**config.mk**
```make
export PLATFORM = sky130hd
export DESIGN_NAME = crc16_frame_calc_check
export DESIGN_NICKNAME = d
export VERILOG_FILES = /design/src/hw/rtl/crc16fc_pkg.sv /design/src/hw/rtl/crc16_frame_calc_check.sv /design/src/hw/rtl/crc16fc_core.sv
export SDC_FILE = /design/constraint.sdc
export NUM_CORES = 1
export LEC_CHECK = 0
export BUFFER_PORTS_ARGS = -buffer_cell sky130_fd_sc_hd__buf_4
export CAP_MARGIN = 20
export CORE_ASPECT_RATIO = 1.1
export CORE_MARGIN = 10
export CORE_UTILIZATION = 36
export DETAILED_ROUTE_END_ITERATION = 6
export PLACE_DENSITY = 0.56
export SYNTH_ARGS = -nofsm -noshare
export SYNTH_HDL_FRONTEND = slang
export SYNTH_SLANG_ARGS = --single-unit
```
**constraint.sdc**
```tcl
create_clock -name clk -period 5.95 [get_ports clk]
set_input_delay 0.8925 -clock clk [delete_from_list [all_inputs] [get_ports clk]]
set_output_delay 0.8925 -clock clk [all_outputs]
set_load 0.005 [all_outputs]
```
**src/hw/rtl/crc16fc_pkg.sv**
```systemverilog
`timescale 1ns / 1ps
`default_nettype none
// ----------------------------------------------------------------------------
// crc16fc_pkg
// Shared types, register indexes and the byte-wise CRC-16/CCITT update.
// ----------------------------------------------------------------------------
package crc16fc_pkg;

	localparam int unsigned CfgIdxW   = 1;
	localparam int unsigned CfgDataW  = 16;
	localparam int unsigned InDataW   = 8;
	localparam int unsigned OutDataW  = 24;

	localparam logic [CfgIdxW-1:0] CFG_CRC_INITIAL = 1'b0;
	localparam logic [CfgIdxW-1:0] CFG_CHECK_MODE  = 1'b1;

	localparam logic [7:0] PAD_BYTE = 8'h00;

	// result of one frame, core -> output register
	typedef struct packed {
		logic        valid;
		logic [15:0] crc;
		logic        match;
	} crc_result_t;

	// shift form of poly 0x1021, one byte per call, no reflection
	function automatic logic [15:0] crc_update(input logic [15:0] c_in, input logic [7:0] b);
		logic [15:0] c;
		c = {c_in[7:0], c_in[15:8]};
		c[7:0] = c[7:0] ^ b;
		c = c ^ {12'h000, c[7:4]};
		c = c ^ {c[3:0], 12'h000};
		c = c ^ {3'b000, c[7:0], 5'b00000};
		return c;
	endfunction

endpackage
`default_nettype wire

```
**src/hw/rtl/crc16_frame_calc_check.sv**
```systemverilog
`timescale 1ns / 1ps
`default_nettype none
// ----------------------------------------------------------------------------
// crc16_frame_calc_check
// Streaming CRC-16/CCITT over frames, calc or trailer-check mode.
// ----------------------------------------------------------------------------
// Throughput: one byte per cycle, except that a frame's last byte waits while
//   an unaccepted result is held; the CRC byte update is combinational.
// Result path: last byte in the input register, then its CRC in the result register.
// Reset: arst_n clears config to zero, empties both registers and arms
//   the next byte as the start of a frame.
module crc16_frame_calc_check (
	input  wire logic                                clk,
	input  wire logic                                arst_n,
	// configuration
	input  wire logic                                cfg_we,
	input  wire logic [crc16fc_pkg::CfgIdxW-1:0]     cfg_addr,
	input  wire logic [crc16fc_pkg::CfgDataW-1:0]    cfg_wdata,
	// input stream
	input  wire logic                                s_axis_tvalid,
	output      logic                                s_axis_tready,
	input  wire logic [crc16fc_pkg::InDataW-1:0]     s_axis_tdata,  // [7:0] data_byte
	input  wire logic                                s_axis_tlast,  // last_byte
	// result stream
	output      logic                                m_axis_tvalid,
	input  wire logic                                m_axis_tready,
	output      logic [crc16fc_pkg::OutDataW-1:0]    m_axis_tdata   // [15:0] crc_value,
	                                                                // [16] crc_match, zeros
);

	logic [15:0] crc_initial_q;
	logic        check_mode_q;

	logic        valid_s1;
	logic [7:0]  data_s1;
	logic        last_s1;
	logic        advance;

	logic        out_valid_q;
	logic [15:0] out_crc_q;
	logic        out_match_q;

	crc16fc_pkg::crc_result_t result;

	always_ff @(posedge clk or negedge arst_n) begin
		if (!arst_n) begin
			crc_initial_q <= 16'h0000;
			check_mode_q  <= 1'b0;
		end else if (cfg_we) begin
			unique case (cfg_addr)
				crc16fc_pkg::CFG_CRC_INITIAL: crc_initial_q <= cfg_wdata;
				crc16fc_pkg::CFG_CHECK_MODE:  check_mode_q  <= cfg_wdata[0];
				default: ;
			endcase
		end
	end

	// non-final bytes never wait on the result side
	assign advance       = valid_s1 && (!last_s1 || !out_valid_q || m_axis_tready);
	assign s_axis_tready = !valid_s1 || advance;

	always_ff @(posedge clk or negedge arst_n) begin
		if (!arst_n) begin
			valid_s1 <= 1'b0;
		end else if (s_axis_tready) begin
			valid_s1 <= s_axis_tvalid;
		end
	end

	always_ff @(posedge clk) begin
		if (s_axis_tvalid && s_axis_tready) begin
			data_s1 <= s_axis_tdata[7:0];
			last_s1 <= s_axis_tlast;
		end
	end

	crc16fc_core u_core (
		.clk         (clk),
		.arst_n      (arst_n),
		.advance     (advance),
		.data_byte   (data_s1),
		.last_byte   (last_s1),
		.crc_initial (crc_initial_q),
		.check_mode  (check_mode_q),
		.result      (result)
	);

	always_ff @(posedge clk or negedge arst_n) begin
		if (!arst_n) begin
			out_valid_q <= 1'b0;
		end else if (result.valid) begin
			out_valid_q <= 1'b1;
		end else if (m_axis_tready) begin
			out_valid_q <= 1'b0;
		end
	end

	always_ff @(posedge clk) begin
		if (result.valid) begin
			out_crc_q   <= result.crc;
			out_match_q <= result.match;
		end
	end

	assign m_axis_tvalid = out_valid_q;
	assign m_axis_tdata  = {7'b0000000, out_match_q, out_crc_q};

endmodule
`default_nettype wire

```
**src/hw/rtl/crc16fc_core.sv**
```systemverilog
`timescale 1ns / 1ps
`default_nettype none
// ----------------------------------------------------------------------------
// crc16fc_core
// Frame state and per-byte CRC update; one byte per cycle when advanced.
// ----------------------------------------------------------------------------
module crc16fc_core (
	input  wire logic                     clk,
	input  wire logic                     arst_n,
	input  wire logic                     advance,
	input  wire logic [7:0]               data_byte,
	input  wire logic                     last_byte,
	input  wire logic [15:0]              crc_initial,
	input  wire logic                     check_mode,
	output crc16fc_pkg::crc_result_t      result
);

	logic        frame_start_q;
	logic [15:0] crc_q;
	logic        parity_q;
	logic [7:0]  held0_q;
	logic [7:0]  held1_q;
	logic [1:0]  held_cnt_q;

	logic [15:0] crc_b;
	logic        par_b;
	logic [7:0]  h0_b;
	logic [7:0]  h1_b;
	logic [1:0]  cnt_b;
	logic        had_two;
	logic [15:0] crc_c1;
	logic        par_c1;
	logic [7:0]  h0_n;
	logic [7:0]  h1_n;
	logic [1:0]  cnt_n;
	logic [15:0] crc_c2;
	logic        par_c2;
	logic        match;

	always_comb begin
		// frame start reloads the initial value and drops held bytes
		crc_b = frame_start_q ? crc_initial : crc_q;
		par_b = frame_start_q ? 1'b0 : parity_q;
		h0_b  = frame_start_q ? 8'h00 : held0_q;
		h1_b  = frame_start_q ? 8'h00 : held1_q;
		cnt_b = frame_start_q ? 2'd0 : held_cnt_q;

		had_two = 1'b0;
		crc_c1  = crc_b;
		par_c1  = par_b;
		h0_n    = h0_b;
		h1_n    = h1_b;
		cnt_n   = cnt_b;
		if (check_mode) begin
			had_two = (cnt_b == 2'd2);
			if (had_two) begin
				crc_c1 = crc16fc_pkg::crc_update(crc_b, h0_b);
				par_c1 = ~par_b;
				h0_n   = h1_b;
				h1_n   = data_byte;
			end else if (cnt_b == 2'd1) begin
				h1_n  = data_byte;
				cnt_n = 2'd2;
			end else begin
				h0_n  = data_byte;
				cnt_n = 2'd1;
			end
		end else begin
			crc_c1 = crc16fc_pkg::crc_update(crc_b, data_byte);
			par_c1 = ~par_b;
		end

		// odd covered count gets a zero pad on the final byte
		crc_c2 = crc_c1;
		par_c2 = par_c1;
		if (last_byte && par_c1) begin
			crc_c2 = crc16fc_pkg::crc_update(crc_c1, crc16fc_pkg::PAD_BYTE);
			par_c2 = 1'b0;
		end

		match = check_mode && had_two && (crc_c2[7:0] == h0_n) && (crc_c2[15:8] == h1_n);

		result.valid = advance && last_byte;
		result.crc   = crc_c2;
		result.match = match;
	end

	always_ff @(posedge clk or negedge arst_n) begin
		if (!arst_n) begin
			frame_start_q <= 1'b1;
			crc_q         <= 16'h0000;
			parity_q      <= 1'b0;
			held0_q       <= 8'h00;
			held1_q       <= 8'h00;
			held_cnt_q    <= 2'd0;
		end else if (advance) begin
			frame_start_q <= last_byte;
			crc_q         <= crc_c2;
			parity_q      <= par_c2;
			held0_q       <= h0_n;
			held1_q       <= h1_n;
			held_cnt_q    <= cnt_n;
		end
	end

endmodule
`default_nettype wire

```
-- Word-level counts from Yosys, hierarchy flattened
Index checks and enable logic that the tools add are counted.
Widths: inputs -> output; s select.
- eq/ne operators: 4
- muxes and demuxes: 23
- bitwise gates (word level): 13
- reductions and logical operators: 16
- operator list (kind ; count):
    $mux 16 ; 4
    $mux 8 ; 8
    $xor 16x13->16 ; 3
    $xor 16x16->16 ; 3
    $xor 16x4->16 ; 3
    $eq 8x8->1 ; 2
    $xor 8x8->8 ; 2
    $mux 2 ; 4
    $logic_and 1x1->1 ; 7
    $mux 1 ; 7
    $reduce_and 2->1 ; 2
    $logic_not 1->1 ; 3
    $logic_or 1x1->1 ; 3
    $eq 2x1->1 const B ; 1
    $eq 2x2->1 const B ; 1
    $not 1->1 ; 2
    $reduce_bool 2->1 ; 1
- register bits: 81
- bits of input ports: 31
- output and inout port bits: 26
- word-level logic and storage cells: 70

-- Depth between registers and ports, before layout
Gate-level depths: netlist (run 1).
- word-level depth: 14
- mapped depth: 23

-- Hierarchy
From an unflattened synthesis (run 1), not the netlist that was laid out.
- cells, all modules: 560
- area total of the unflattened synthesis: 5855.6 um2
- by module, submodules not included (module ; times used ; cells each ; area each (um2) ; sequential area each (um2)):
    crc16fc_core ; 1 ; 479 ; 4216.5 ; 902.1
    crc16_frame_calc_check ; 1 ; 81 ; 1639.1 ; 1256.2

-- Least setup slack after synthesis (run 1)
No wires, ideal clock.
- path kind: reg2reg
- from: register u_core.frame_start_q
- to: register out_match_q (data pin)
- setup time: 0.170 ns
- data arrival time: 4.405 ns
- data required time: 5.780 ns
- slack: 1.375 ns
- cell stages (with the launch flop): 22
- buffers on the path: 9
- clock period less this slack: 4.575 ns
- cell sequence: dfstp_2 -> buf_6 -> buf_12 -> buf_4 -> buf_2 -> buf_2 -> buf_1 -> clkbuf_1 -> nand2b_1 -> ha_1 -> clkbuf_1 -> clkbuf_1 -> nand3b_1 -> o21ai_0 -> a221o_1 -> mux2_2 -> o31ai_1 -> nor3b_1 -> xnor2_2 -> xor2_1 -> nand4_1 -> nor4_2
- RTL lines (item ; line ; text):
    start, declared ; crc16fc_core.sv:18 ; logic frame_start_q;
    start signal, assigned ; crc16fc_core.sv:97 ; frame_start_q <= last_byte;
    end signal, assigned ; crc16_frame_calc_check.sv:101 ; out_match_q <= result.match;
    end, declared ; crc16_frame_calc_check.sv:41 ; logic out_match_q;

==> results of run 1 <==
## registers in the layout (all words and copies together) (netlist names)
register and cells:
check_mode_q 1, crc_initial_q 16, data_s1 8, last_s1 1, m_axis_tvalid 1, out_crc_q 16
out_match_q 1, u_core.crc_q 16, u_core.frame_start_q 1, u_core.held0_q 8, u_core.held1_q 8, u_core.held_cnt_q 2
u_core.parity_q 1, valid_s1 1
## synthesized netlist by cell type, types with 7 or more instances
| library cell | count | area, um2 |
|---|---|---|
| sky130_fd_sc_hd__xnor2_1 | 55 | 481.7 |
| sky130_fd_sc_hd__o221ai_1 | 7 | 61.31 |
| sky130_fd_sc_hd__dfrtp_1 | 54 | 1351 |
| sky130_fd_sc_hd__o21ai_0 | 39 | 195.2 |
| sky130_fd_sc_hd__xor2_1 | 26 | 227.7 |
| sky130_fd_sc_hd__nand2b_1 | 9 | 56.30 |
| sky130_fd_sc_hd__a22oi_1 | 9 | 67.56 |
| sky130_fd_sc_hd__nand2_1 | 83 | 311.6 |
| sky130_fd_sc_hd__inv_1 | 8 | 30.03 |
| sky130_fd_sc_hd__mux2_2 | 21 | 236.5 |
| sky130_fd_sc_hd__mux2i_1 | 25 | 250.2 |
| sky130_fd_sc_hd__xnor3_1 | 8 | 180.2 |
| sky130_fd_sc_hd__a22o_1 | 9 | 78.83 |
| sky130_fd_sc_hd__nor3b_1 | 10 | 75.07 |
| sky130_fd_sc_hd__clkbuf_1 | 20 | 75.07 |
| sky130_fd_sc_hd__a21oi_1 | 27 | 135.1 |
| sky130_fd_sc_hd__edfxtp_1 | 26 | 780.8 |
| sky130_fd_sc_hd__buf_4 | 9 | 67.56 |
| sky130_fd_sc_hd__nor2_1 | 31 | 116.4 |
## cell families after synthesis
logic type / Yosys count / synth area share, %
AND/OR/NAND/NOR: 164 / 13.53
AO/OA/AOI/OAI: 136 / 16.32
XOR/XNOR: 94 / 17.54
flip-flops: 81 / 38.26
multiplexers: 48 / 9.426
buffers and inverters: 48 / 4.413
adder cells (fa/ha/maj): 2 / 0.4435
other: 1 / 0.06647
## area by class of cell
| class | instances | area (um2) | area share (%) |
|---|---|---|---|
| multi-input combinational | 451 | 3257 | 50.85 |
| inverter | 9 | 33.78 | 0.5274 |
| clock inverter | 6 | 66.31 | 1.035 |
| clock buffer | 10 | 239.0 | 3.731 |
| sequential | 81 | 2158 | 33.70 |
| timing repair buffer | 54 | 405.4 | 6.329 |
| tap | 196 | 245.2 | 3.829 |
## worst reg2reg max path, cell delays in order, from the launching register on
cell and delay [ps]:
sky130_fd_sc_hd__dfstp_2 530, sky130_fd_sc_hd__nand2b_1 120, sky130_fd_sc_hd__ha_1 740, sky130_fd_sc_hd__inv_1 440, sky130_fd_sc_hd__nor2_1 780, sky130_fd_sc_hd__and2_1 230
sky130_fd_sc_hd__mux2i_1 80, sky130_fd_sc_hd__o211ai_2 220, sky130_fd_sc_hd__xor2_1 130, sky130_fd_sc_hd__o21ai_0 340, sky130_fd_sc_hd__xnor2_1 190, sky130_fd_sc_hd__nand4_1 140
sky130_fd_sc_hd__nor4_2 270
## routing by layer
layer	up-vias	track usage, %
met4	0	8.507
met1	2176	19.95
met3	31	3.069
met2	132	27.34
li1	2096	-
met5	-	0
## metrics by stage
stage / instance area (um2) / hold WS, ps / total power [mW] / setup slack, ps
final: 6405 / 485.9 / 3.792 / 1585
after global routing: 6405 / 527.0 / 4.043 / 1281
after CTS: 6405 / 490.3 / 3.796 / 1660
after detailed placement: 6100 / 476.9 / 3.194 / 1690
after global placement: 6100 / 467.2 / 3.188 / 1696
after floorplan: 5664 / 445.2 / 2.602 / 1375
## worst min-delay path by stage
| stage | cells past startpoint | slack [ps] | end | from |
|---|---|---|---|---|
| after global routing | 2 | 530 | u_core.held_cnt_q[1]$_DFFE_PN0P_ | u_core.held_cnt_q[1]$_DFFE_PN0P_ |
| after CTS | 2 | 490 | u_core.held_cnt_q[1]$_DFFE_PN0P_ | u_core.held_cnt_q[1]$_DFFE_PN0P_ |
| final | 2 | 490 | u_core.held_cnt_q[1]$_DFFE_PN0P_ | u_core.held_cnt_q[1]$_DFFE_PN0P_ |
| after floorplan | 2 | 450 | u_core.crc_q[5]$_DFFE_PN0P_ | u_core.crc_q[5]$_DFFE_PN0P_ |
| after detailed placement | 2 | 480 | u_core.held_cnt_q[1]$_DFFE_PN0P_ | u_core.held_cnt_q[1]$_DFFE_PN0P_ |
| after global placement | 2 | 470 | u_core.held_cnt_q[1]$_DFFE_PN0P_ | u_core.held_cnt_q[1]$_DFFE_PN0P_ |
## report_power, final
| group | internal [mW] | switching [mW] |
|---|---|---|
| clock network | 0.337 | 0.241 |
| registers | 0.772 | 0.189 |
| logic | 0.980 | 1.27 |
==> flow_summary.yaml, run 1 <==
outcome:
  status: "completed"
worst_setup_path:
  worstSetupStartpoint: "u_core.frame_start_q$_DFFE_PN1P_"
  path_buf_inv: 1
  setup.worst_path.end: "out_match_q$_DFFE_PP_"
  critPathMaxStageDelay_ps: 770
  reg2reg_from: "u_core.frame_start_q$_DFFE_PN1P_"
  critPathSlowestCell: "sky130_fd_sc_hd__nor2_1"
  r2r-end: "out_match_q$_DFFE_PP_"
  path_cells: "nand2b_1, ha_1, inv_1, nor2_1, and2_1, mux2i_1, o211ai_2, xor2_1, o21ai_0, xnor2_1, nand4_1, nor4_2"
  endpoint_kind: "register"
  critical_path.startpoint_type: "register"
  path_delay_family: "simple AND/OR/NAND/NOR gates"
  ff2ff_path_depth: 12
  critical_path_class: "register to register"
  worst_path_arrival_ps: 4550
  critical_path_required_ps: 6140
  rrSetupSlack_ps: 1580
  critPathMaxFanout: 26
  cp.depth: 12
cts:
  cts_tree: "done"
  cts_stage_hold_buffer_count: 0
  cts_resized: 0
  cts.sink_count: 81
  cts_made_buffers: 9
  htreeDepth: 3
  clkSlewWorstSetupHoldPaths_ps: 60
  clock_path_buffers: 2
  post_cts_setup_driven_buffer_insertion_count: 0
  clock_network_latency_to_the_later_pin_of_the_worst_skew_pair_ps: 360
  library_cell_used_as_clock_root_buffer: "sky130_fd_sc_hd__clkbuf_16"
pwr:
  p_leak_nw: 2.625
  ir_drop_v: 0.0002112
  power.density_nw_per_um2: 592.0
cells_and_area:
  final_cell_mix: "sky130_fd_sc_hd__nand2_1, sky130_fd_sc_hd__xnor2_1, sky130_fd_sc_hd__dfrtp_1, sky130_fd_sc_hd__buf_4, sky130_fd_sc_hd__o21ai_0"
  areaGrowthSynthToFinish_pct: 13.53
  final_common_cell: "sky130_fd_sc_hd__nand2_1"
  num_antenna_cells: 0
  final_cell_count_no_fill: 807
  share_of_layout_cells_above_drive_strength_1_pct: 17.18
  num-fill-cells: 1483
  fin_util_pct: 42.05
  fin_nets: 639
global_routing:
  grt_max_degree: 67
  grt_antenna_before_repair: 0
  grt_use_total_pct: 16.44
  grt_pass1_vias: 4505
  globalRoute.totalOverflow: 0
  first_pass_grt_wire_length_mm: 26.83
yosys:
  fraction_of_the_yosys_area_taken_by_sequential_cells_pct: 38.26
  syn_area_um2: 5642
  cells_after_synth: 574
  post_synth.cell_area_avg_um2: 9.829
  synth.ff_latch_count: 81
  yosysWarnings: 0
  synthFlopType: "sky130_fd_sc_hd__dfrtp_1"
  synth_enable_flop_cells: 26
  synthArstFlopShare_pct: 67.90
  netlist-cell-type-count: 68
route:
  wl_per_cell_um: 21.21
  detailed_route_vias_per_instance: 5.496
  num_vias: 4435
  routed.top_layer: "met4"
  final_antenna_net_count: 0
  detailedRoute.firstIterationViolations: 408
  detailedRoute.firstPassIterationCount: 5
  routed_wl_mm: 17.11
  wl_met3_um: 753
  wl_met2_mm: 8.313
  detail_route.drc_violations: 0
  drt-met1-wl_mm: 7.333
floorplan:
  die_area_um2: 21080
  floorplan.io_pins: 57
  die_y_um: 151.3
  die_width_um: 139.4
  initial_util_pct: 37.04
  rows: 47
  floorplan.core_area_um2: 15230
place:
  hpwlAfterDp_mm: 12.86
  numPortBuffers: 49
  placed_cells: 791
  gp_congestion: 0.9100
timing:
  setup_violations: 0
  worst_pin_slew_ps: 980.5
  finalHoldViolations: 0
  final.min_clock_period_ps: 4365
  max_slew_headroom_pct: 34.63
  crit_share_post_route_pct: 73.36
  fmaxAchievable_mhz: 229.1
  final.setup.tns_ps: 0
  slew_viol_final: 0
  unrepaired_setup_endpoints_after_global_routing: "no"
  skew_ps: 11.60
flow_run:
  drv.max_cap_violation_count: 0
hold_path:
  holdCritPathClass: "register to register"
Power figures use the tool's default switching activity.
==> run 2, diff against run 1 <==
ABC_AREA = 1   (was unset)
PLACE_DENSITY = 0.58   (was 0.56)
clock period = 3.65 ns   (was 5.95 ns; I/O delays follow)
==> run 2 against run 1 <==
Effect of this change:
- area after synthesis increased by 3.2%
- clock skew decreased by 4.9 ps
- synthesized cell count increased by 50%
- cell count increased by 37%
- first-iteration DRC count increased by 7.6%
- utilization about the same
- worst setup slack got worse by 1300 ps
- register-to-register slack got worse by 1300 ps
- sequential cell count unchanged
- sequential share of layout area decreased by 1.2 points
- combinational power increased by 26%
- clock-buffer cell count increased by 3
==> flow_summary.yaml, run 2 <==
timing:
  slew_viol_final: 0
  fmaxAchievable_mhz: 299.3
  unrepaired_setup_endpoints_after_global_routing: "no"
  skew_ps: 6.739
  setup_violations: 0
  final.min_clock_period_ps: 3341
  max_slew_headroom_pct: 42.19
  finalHoldViolations: 0
  final.setup.tns_ps: 0
  crit_share_post_route_pct: 91.54
  worst_pin_slew_ps: 866.2
pwr:
  p_switching_mw: 2.500
  ir_drop_v: 0.0003122
  p_comb_share_pct: 53.6
  p_seq_share_pct: 26.9
  power.share.clock_pct: 19.5
  total_power_mw: 5.306
  p_sw_share_pct: 47.12
  p_leak_nw: 3.445
  power.density_nw_per_um2: 798.9
  cell_internal_pwr_mw: 2.806
cts:
  clock_network_latency_to_the_later_pin_of_the_worst_skew_pair_ps: 350
  cts_resized: 0
  cts.sink_count: 81
  post_cts_setup_driven_buffer_insertion_count: 0
  library_cell_used_as_clock_root_buffer: "sky130_fd_sc_hd__clkbuf_16"
  cts_stage_hold_buffer_count: 0
  clock_path_buffers: 2
  cts_tree: "done"
  cts_made_buffers: 9
  clkSlewWorstSetupHoldPaths_ps: 60
  htreeDepth: 3
worst_setup_path:
  worst_path_most_repeated_cell: "sky130_fd_sc_hd__nand2_1"
  path_cells: "nor2_1, ha_1, inv_1, nand2_1, inv_1, nand3_1, nand3_1, nand4_1, nand2_2, xor2_1, nand2_1, nand2_1, nand2_1, nand2_1, nand3_1, nor2_1"
  critical_path_class: "register to register"
  critPathSlowestCell: "sky130_fd_sc_hd__inv_1"
  critical_path.startpoint_type: "register"
  critPathMaxFanout: 20
  critPathMaxStageDelay_ps: 600
  path_delay_family: "simple AND/OR/NAND/NOR gates"
  path_buf_inv: 2
  critical_path_required_ps: 3870
  ff2ff_path_depth: 16
  endpoint_kind: "register"
  cp.depth: 16
  worst_path_arrival_ps: 3560
yosys:
  yosysTopAreaCell: "sky130_fd_sc_hd__dfrtp_1"
  yosys-top-cells-area: "sky130_fd_sc_hd__dfrtp_1, sky130_fd_sc_hd__nand2_1, sky130_fd_sc_hd__edfxtp_1"
  synthFlopType: "sky130_fd_sc_hd__dfrtp_1"
  netlist-cell-type-count: 38
  post_synth.cell_area_avg_um2: 6.752
  synth_enable_flop_cells: 26
  syn_area_um2: 5821
  synth_top_cell_area_share_pct: 23.22
  fraction_of_the_yosys_area_taken_by_sequential_cells_pct: 37.08
  synth.ff_latch_count: 81
  cells_after_synth: 862
  synthArstFlopShare_pct: 67.90
  post_synth_most_frequent_cells: "sky130_fd_sc_hd__nand2_1, sky130_fd_sc_hd__nand3_1, sky130_fd_sc_hd__inv_1, sky130_fd_sc_hd__dfrtp_1, sky130_fd_sc_hd__o21ai_0"
  yosysWarnings: 0
  synth_most_common_cell: "sky130_fd_sc_hd__nand2_1"
floorplan:
  rows: 48
  floorplan.core_area_um2: 15800
  die_area_um2: 21660
  initial_util_pct: 36.85
  die_width_um: 141.2
  floorplan.io_pins: 57
  die_y_um: 153.4
place:
  gp_congestion: 0.9649
  hpwlAfterDp_mm: 14.05
  placedInstanceArea_um2: 6311
  numPortBuffers: 49
cells_and_area:
  num-fill-cells: 1711
  final_common_cell: "sky130_fd_sc_hd__nand2_1"
  final_cell_mix: "sky130_fd_sc_hd__nand2_1, sky130_fd_sc_hd__nand3_1, sky130_fd_sc_hd__inv_1"
  areaGrowthSynthToFinish_pct: 14.10
  num_antenna_cells: 0
  fin_nets: 934
  largest_registers_ranked_by_flip_flop_count: "crc_initial_q: 16 flops, out_crc_q: 16 flops, u_core.crc_q: 16 flops"
  post-route-cell-area_um2: 6641
  seqCellArea_um2: 2158
  share_of_layout_cells_above_drive_strength_1_pct: 15.45
  multi_input_logic_area_um2: 3126
route:
  detailedRoute.firstIterationViolations: 439
  final_antenna_net_count: 0
  routed_wl_mm: 17.99
  num_vias: 5620
  detailedRoute.firstPassIterationCount: 5
  detailed_route_vias_per_instance: 5.081
  detail_route.drc_violations: 0
  wl_per_cell_um: 16.27
global_routing:
  grt_antenna_before_repair: 0
  grt_pass1_vias: 5339
  grt_use_total_pct: 16.68
  first_pass_grt_wire_length_mm: 28.64
  grt_max_degree: 56
  globalRoute.totalOverflow: 0
flow_run:
  drv.max_cap_violation_count: 0
outcome:
  status: "completed"
hold_path:
  holdCritPathClass: "primary input to async pin"
run 2: changes by cell type after synthesis, sizes merged, moves of 10 or more:
cell	before	now
o21ai	41	59
nor2	31	41
a21oi	27	7
nand2	83	378
mux2	21	11
xor2	27	1
mux2i	27	1
nor3b	10	0
xnor2	58	1
inv	9	91
nand3	5	122
run 2: stage by stage:
step / utilization [%] / setup slack (ps) / hold slack [ps] / cells
floorplan: - / 858.2 / 251.9 / 868
global placement: 39.96 / 373.3 / 470.7 / 1090
detailed placement: 39.96 / 278.5 / 476.0 / 1090
CTS: 42.05 / 264.0 / 290.3 / 1106
global route: 42.05 / 11.60 / 326.5 / 1106
finish: 42.05 / 308.7 / 264.3 / 1106
run 2: cells by family (layout without fill, tap and decap cells):
| kind of cell | after synthesis | in the layout | share of synthesized area [%] |
|---|---|---|---|
| AO/OA/AOI/OAI | 78 | 78 | 7.309 |
| XOR/XNOR | 2 | 2 | 0.4300 |
| buffers and inverters | 127 | 165 | 9.716 |
| adder cells (fa/ha/maj) | 2 | 2 | 0.4299 |
| other | 1 | 7 | 0.06443 |
| AND/OR/NAND/NOR | 559 | 559 | 42.67 |
| multiplexers | 12 | 12 | 2.300 |
| flip-flops | 81 | 81 | 37.08 |
run 2: cell type report:
class	count	area share, %
Clock buffer	13	3.617
Clock inverter	3	1.356
Inverter	91	5.143
Multi-Input combinational cell	660	47.06
Sequential cell	81	32.50
Tap cell	200	3.768
Timing Repair Buffer	58	6.556
run 2: path summary, 6_finish.rpt:
check                                            startpoint                             to  slack, ps
min in group clk                               s_axis_tlast              last_s1$_DFFE_PP_        370
hold reg to reg               u_core.held1_q[0]$_DFFE_PN0P_  u_core.held1_q[0]$_DFFE_PN0P_        490
max in group asynchronous                            arst_n  u_core.held0_q[2]$_DFFE_PN0P_       2900
setup reg to reg           u_core.frame_start_q$_DFFE_PN1P_          out_match_q$_DFFE_PP_        310
hold / removal                                       arst_n  crc_initial_q[12]$_DFFE_PN0P_        260
setup / recovery           u_core.frame_start_q$_DFFE_PN1P_          out_match_q$_DFFE_PP_        310
run 2: power groups by stage:
stage               combinational, mW  clock, mW  sequential (mW)
floorplan                        2.10          0             1.37
global route                     3.23       1.10             1.46
global placement                 2.81          0             1.44
detailed placement               2.82          0             1.44
finish                           2.84       1.03             1.43
CTS                              2.83       1.06             1.43
run 2: worst register-to-register path, delay by kind of cell, from the launching register on:
| family | cells | cell delay, ps |
|---|---|---|
| XOR/XNOR | 1 | 170 |
| adder cells (fa/ha/maj) | 1 | 230 |
| buffers and inverters | 2 | 660 |
| flip-flops | 1 | 590 |
| AND/OR/NAND/NOR | 12 | 1550 |
run 2: routing by layer:
layer | track usage (%) | routed length, um
met4 | 7.037 | 590
met2 | 27.44 | 8426
met3 | 3.533 | 1179
met1 | 20.52 | 7796
met5 | 0 | 0
==> run 3, diff against run 2 <==
CORE_UTILIZATION = 52   (was 36)
PLACE_DENSITY = 0.77   (was 0.58)
==> run 3 against run 2 <==
Effect of this change:
- sequential share of layout area grew 0.086 points
- clock skew shrank 2.2 ps
- global-route usage grew 5.6 points
- critical endpoint unchanged
- utilization grew 18 points
- largest power group unchanged
- design area shrank 0.26%
- worst setup slack gained 6.4 ps
- maximum frequency grew 0.19%
- die area shrank 27%
==> flow_summary.yaml, run 3 (synthesis results as in run 2) <==
outcome:
  status: "completed"
pwr:
  p_sw_share_pct: 47.19
  power.share.clock_pct: 20.1
  p_leak_nw: 3.468
  p_switching_mw: 2.533
  ir_drop_v: 0.0003496
  p_comb_share_pct: 53.1
  p_seq_share_pct: 26.8
  power.density_nw_per_um2: 810.5
  cell_internal_pwr_mw: 2.835
floorplan:
  floorplan.io_pins: 57
  die_area_um2: 15830
  die_width_um: 120.9
  floorplan.core_area_um2: 10960
  rows: 40
  die_y_um: 131.0
  initial_util_pct: 53.11
global_routing:
  grt_use_total_pct: 22.26
  globalRoute.totalOverflow: 0
  first_pass_grt_wire_length_mm: 27.64
  grt_max_degree: 56
  grt_antenna_before_repair: 0
  grt_pass1_vias: 5419
cells_and_area:
  largest_registers_ranked_by_flip_flop_count: "crc_initial_q: 16 flops, out_crc_q: 16 flops, u_core.crc_q: 16 flops"
  final_cell_mix: "sky130_fd_sc_hd__nand2_1, sky130_fd_sc_hd__nand3_1, sky130_fd_sc_hd__inv_1"
  share_of_layout_cells_above_drive_strength_1_pct: 16.28
  num_antenna_cells: 0
  areaGrowthSynthToFinish_pct: 13.80
  seqCellArea_um2: 2158
  multi_input_logic_area_um2: 3126
  num-fill-cells: 1038
  final_common_cell: "sky130_fd_sc_hd__nand2_1"
  fin_nets: 937
  final_cell_count_no_fill: 1056
timing:
  unrepaired_setup_endpoints_after_global_routing: "no"
  worst_pin_slew_ps: 813.3
  slew_viol_final: 0
  setup_violations: 0
  finalHoldViolations: 0
  skew_ps: 4.533
  crit_share_post_route_pct: 91.37
  final.min_clock_period_ps: 3335
  holdWs_ps: 266.1
  fmaxAchievable_mhz: 299.9
  final.setup.tns_ps: 0
  max_slew_headroom_pct: 45.72
hold_path:
  holdCritPathClass: "primary input to async pin"
route:
  routed_wl_mm: 17.26
  detailedRoute.firstIterationViolations: 585
  num_vias: 5722
  detail_route.drc_violations: 0
  final_antenna_net_count: 0
  detailedRoute.firstPassIterationCount: 6
  detailed_route_vias_per_instance: 5.419
  wl_per_cell_um: 16.34
cts:
  clock_path_buffers: 2
  htreeDepth: 3
  cts_tree: "done"
  library_cell_used_as_clock_root_buffer: "sky130_fd_sc_hd__clkbuf_16"
  clkSlewWorstSetupHoldPaths_ps: 60
  cts.sink_count: 81
  cts_made_buffers: 9
  cts_stage_hold_buffer_count: 0
  clock_network_latency_to_the_later_pin_of_the_worst_skew_pair_ps: 340
place:
  numPortBuffers: 49
  hpwlAfterDp_mm: 13.38
  placed_cells: 1040
  gp_congestion: 0.9866
worst_setup_path:
  path_buf_inv: 4
  critPathSlowestCell: "sky130_fd_sc_hd__dfstp_2"
  critical_path_class: "register to register"
  worst_path_arrival_ps: 3540
  critPathMaxStageDelay_ps: 710
  endpoint_kind: "register"
  worst_path_most_repeated_cell: "sky130_fd_sc_hd__nand2_1"
  path_cells: "nor2_1, inv_1, ha_1, inv_1, nand2_1, clkinvlp_4, nand3_1, nand3_1, inv_1, nand2_2, nand2_2, nand2_1, nand3_1, nand2_1, nand2_1, nand2_1, nor2_1, nand3_1, nor2_1"
  critical_path_required_ps: 3860
  critical_path.startpoint_type: "register"
  critPathMaxFanout: 16
  path_delay_family: "simple AND/OR/NAND/NOR gates"
  rrSetupSlack_ps: 320
flow_run:
  drv.max_cap_violation_count: 0
[run 3: final timing paths]
path,depth (start not counted),endpoint,start
max reg2reg,19,out_match_q$_DFFE_PP_,u_core.frame_start_q$_DFFE_PN1P_
min in group clk,1,data_s1[2]$_DFFE_PP_,s_axis_tdata[2]
min,1,crc_initial_q[4]$_DFFE_PN0P_,arst_n
max in group asynchronous,1,u_core.held1_q[1]$_DFFE_PN0P_,arst_n
min reg2reg,2,crc_initial_q[0]$_DFFE_PN0P_,crc_initial_q[0]$_DFFE_PN0P_
max,19,out_match_q$_DFFE_PP_,u_core.frame_start_q$_DFFE_PN1P_
[run 3: timing repair]
action	4_1_cts	5_1_grt
setup endpoints to repair	0	1
setup buffers	0	0
hold endpoints to repair	0	0
gates resized for setup	0	1
[run 3: cell type report]
cell class / count / share of cell area (%)
Timing Repair Buffer: 61 / 6.913
Sequential cell: 81 / 32.58
Clock inverter: 6 / 1.719
Tap cell: 147 / 2.777
Clock buffer: 10 / 3.608
Multi-Input combinational cell: 660 / 47.19
Inverter: 91 / 5.213
[run 3: metrics by stage]
| step | total power [mW] | area [um2] | setup WS (ps) | util (%) |
|---|---|---|---|---|
| floorplan | 3.471 | 5843 | 858.2 | - |
| global placement | 4.202 | 6267 | 457.0 | 57.18 |
| detailed placement | 4.238 | 6267 | 297.8 | 57.18 |
| CTS | 5.320 | 6620 | 276.1 | 60.40 |
| global route | 5.797 | 6624 | 9.153 | 60.43 |
| finish | 5.369 | 6624 | 315.1 | 60.43 |
[run 3: worst register-to-register path, cell delays in order, from the launching register on]
cell	delay, ps
sky130_fd_sc_hd__dfstp_2	710
sky130_fd_sc_hd__nor2_1	130
sky130_fd_sc_hd__inv_1	70
sky130_fd_sc_hd__ha_1	180
sky130_fd_sc_hd__inv_1	50
sky130_fd_sc_hd__nand2_1	250
sky130_fd_sc_hd__clkinvlp_4	380
sky130_fd_sc_hd__nand3_1	200
sky130_fd_sc_hd__nand3_1	170
sky130_fd_sc_hd__inv_1	130
sky130_fd_sc_hd__nand2_2	90
sky130_fd_sc_hd__nand2_2	90
sky130_fd_sc_hd__nand2_1	60
sky130_fd_sc_hd__nand3_1	100
sky130_fd_sc_hd__nand2_1	130
sky130_fd_sc_hd__nand2_1	80
sky130_fd_sc_hd__nand2_1	50
sky130_fd_sc_hd__nor2_1	150
sky130_fd_sc_hd__nand3_1	90
sky130_fd_sc_hd__nor2_1	90
[run 3: power by group through the flow]
stage               logic [mW]  clock network (mW)  registers (mW)
floorplan                 2.10                   0            1.37
global placement          2.76                   0            1.45
detailed placement        2.78                   0            1.45
CTS                       2.80                1.08            1.44
global route              3.21                1.12            1.46
finish                    2.85                1.08            1.44
[run 3: layer usage]
layer	wire [um]	global-route usage, %	vias up
li1	-	-	2839
met2	7948	36.35	257
met4	813	11.86	0
met5	0	0	-
met1	7171	27.55	2580
met3	1322	3.948	46
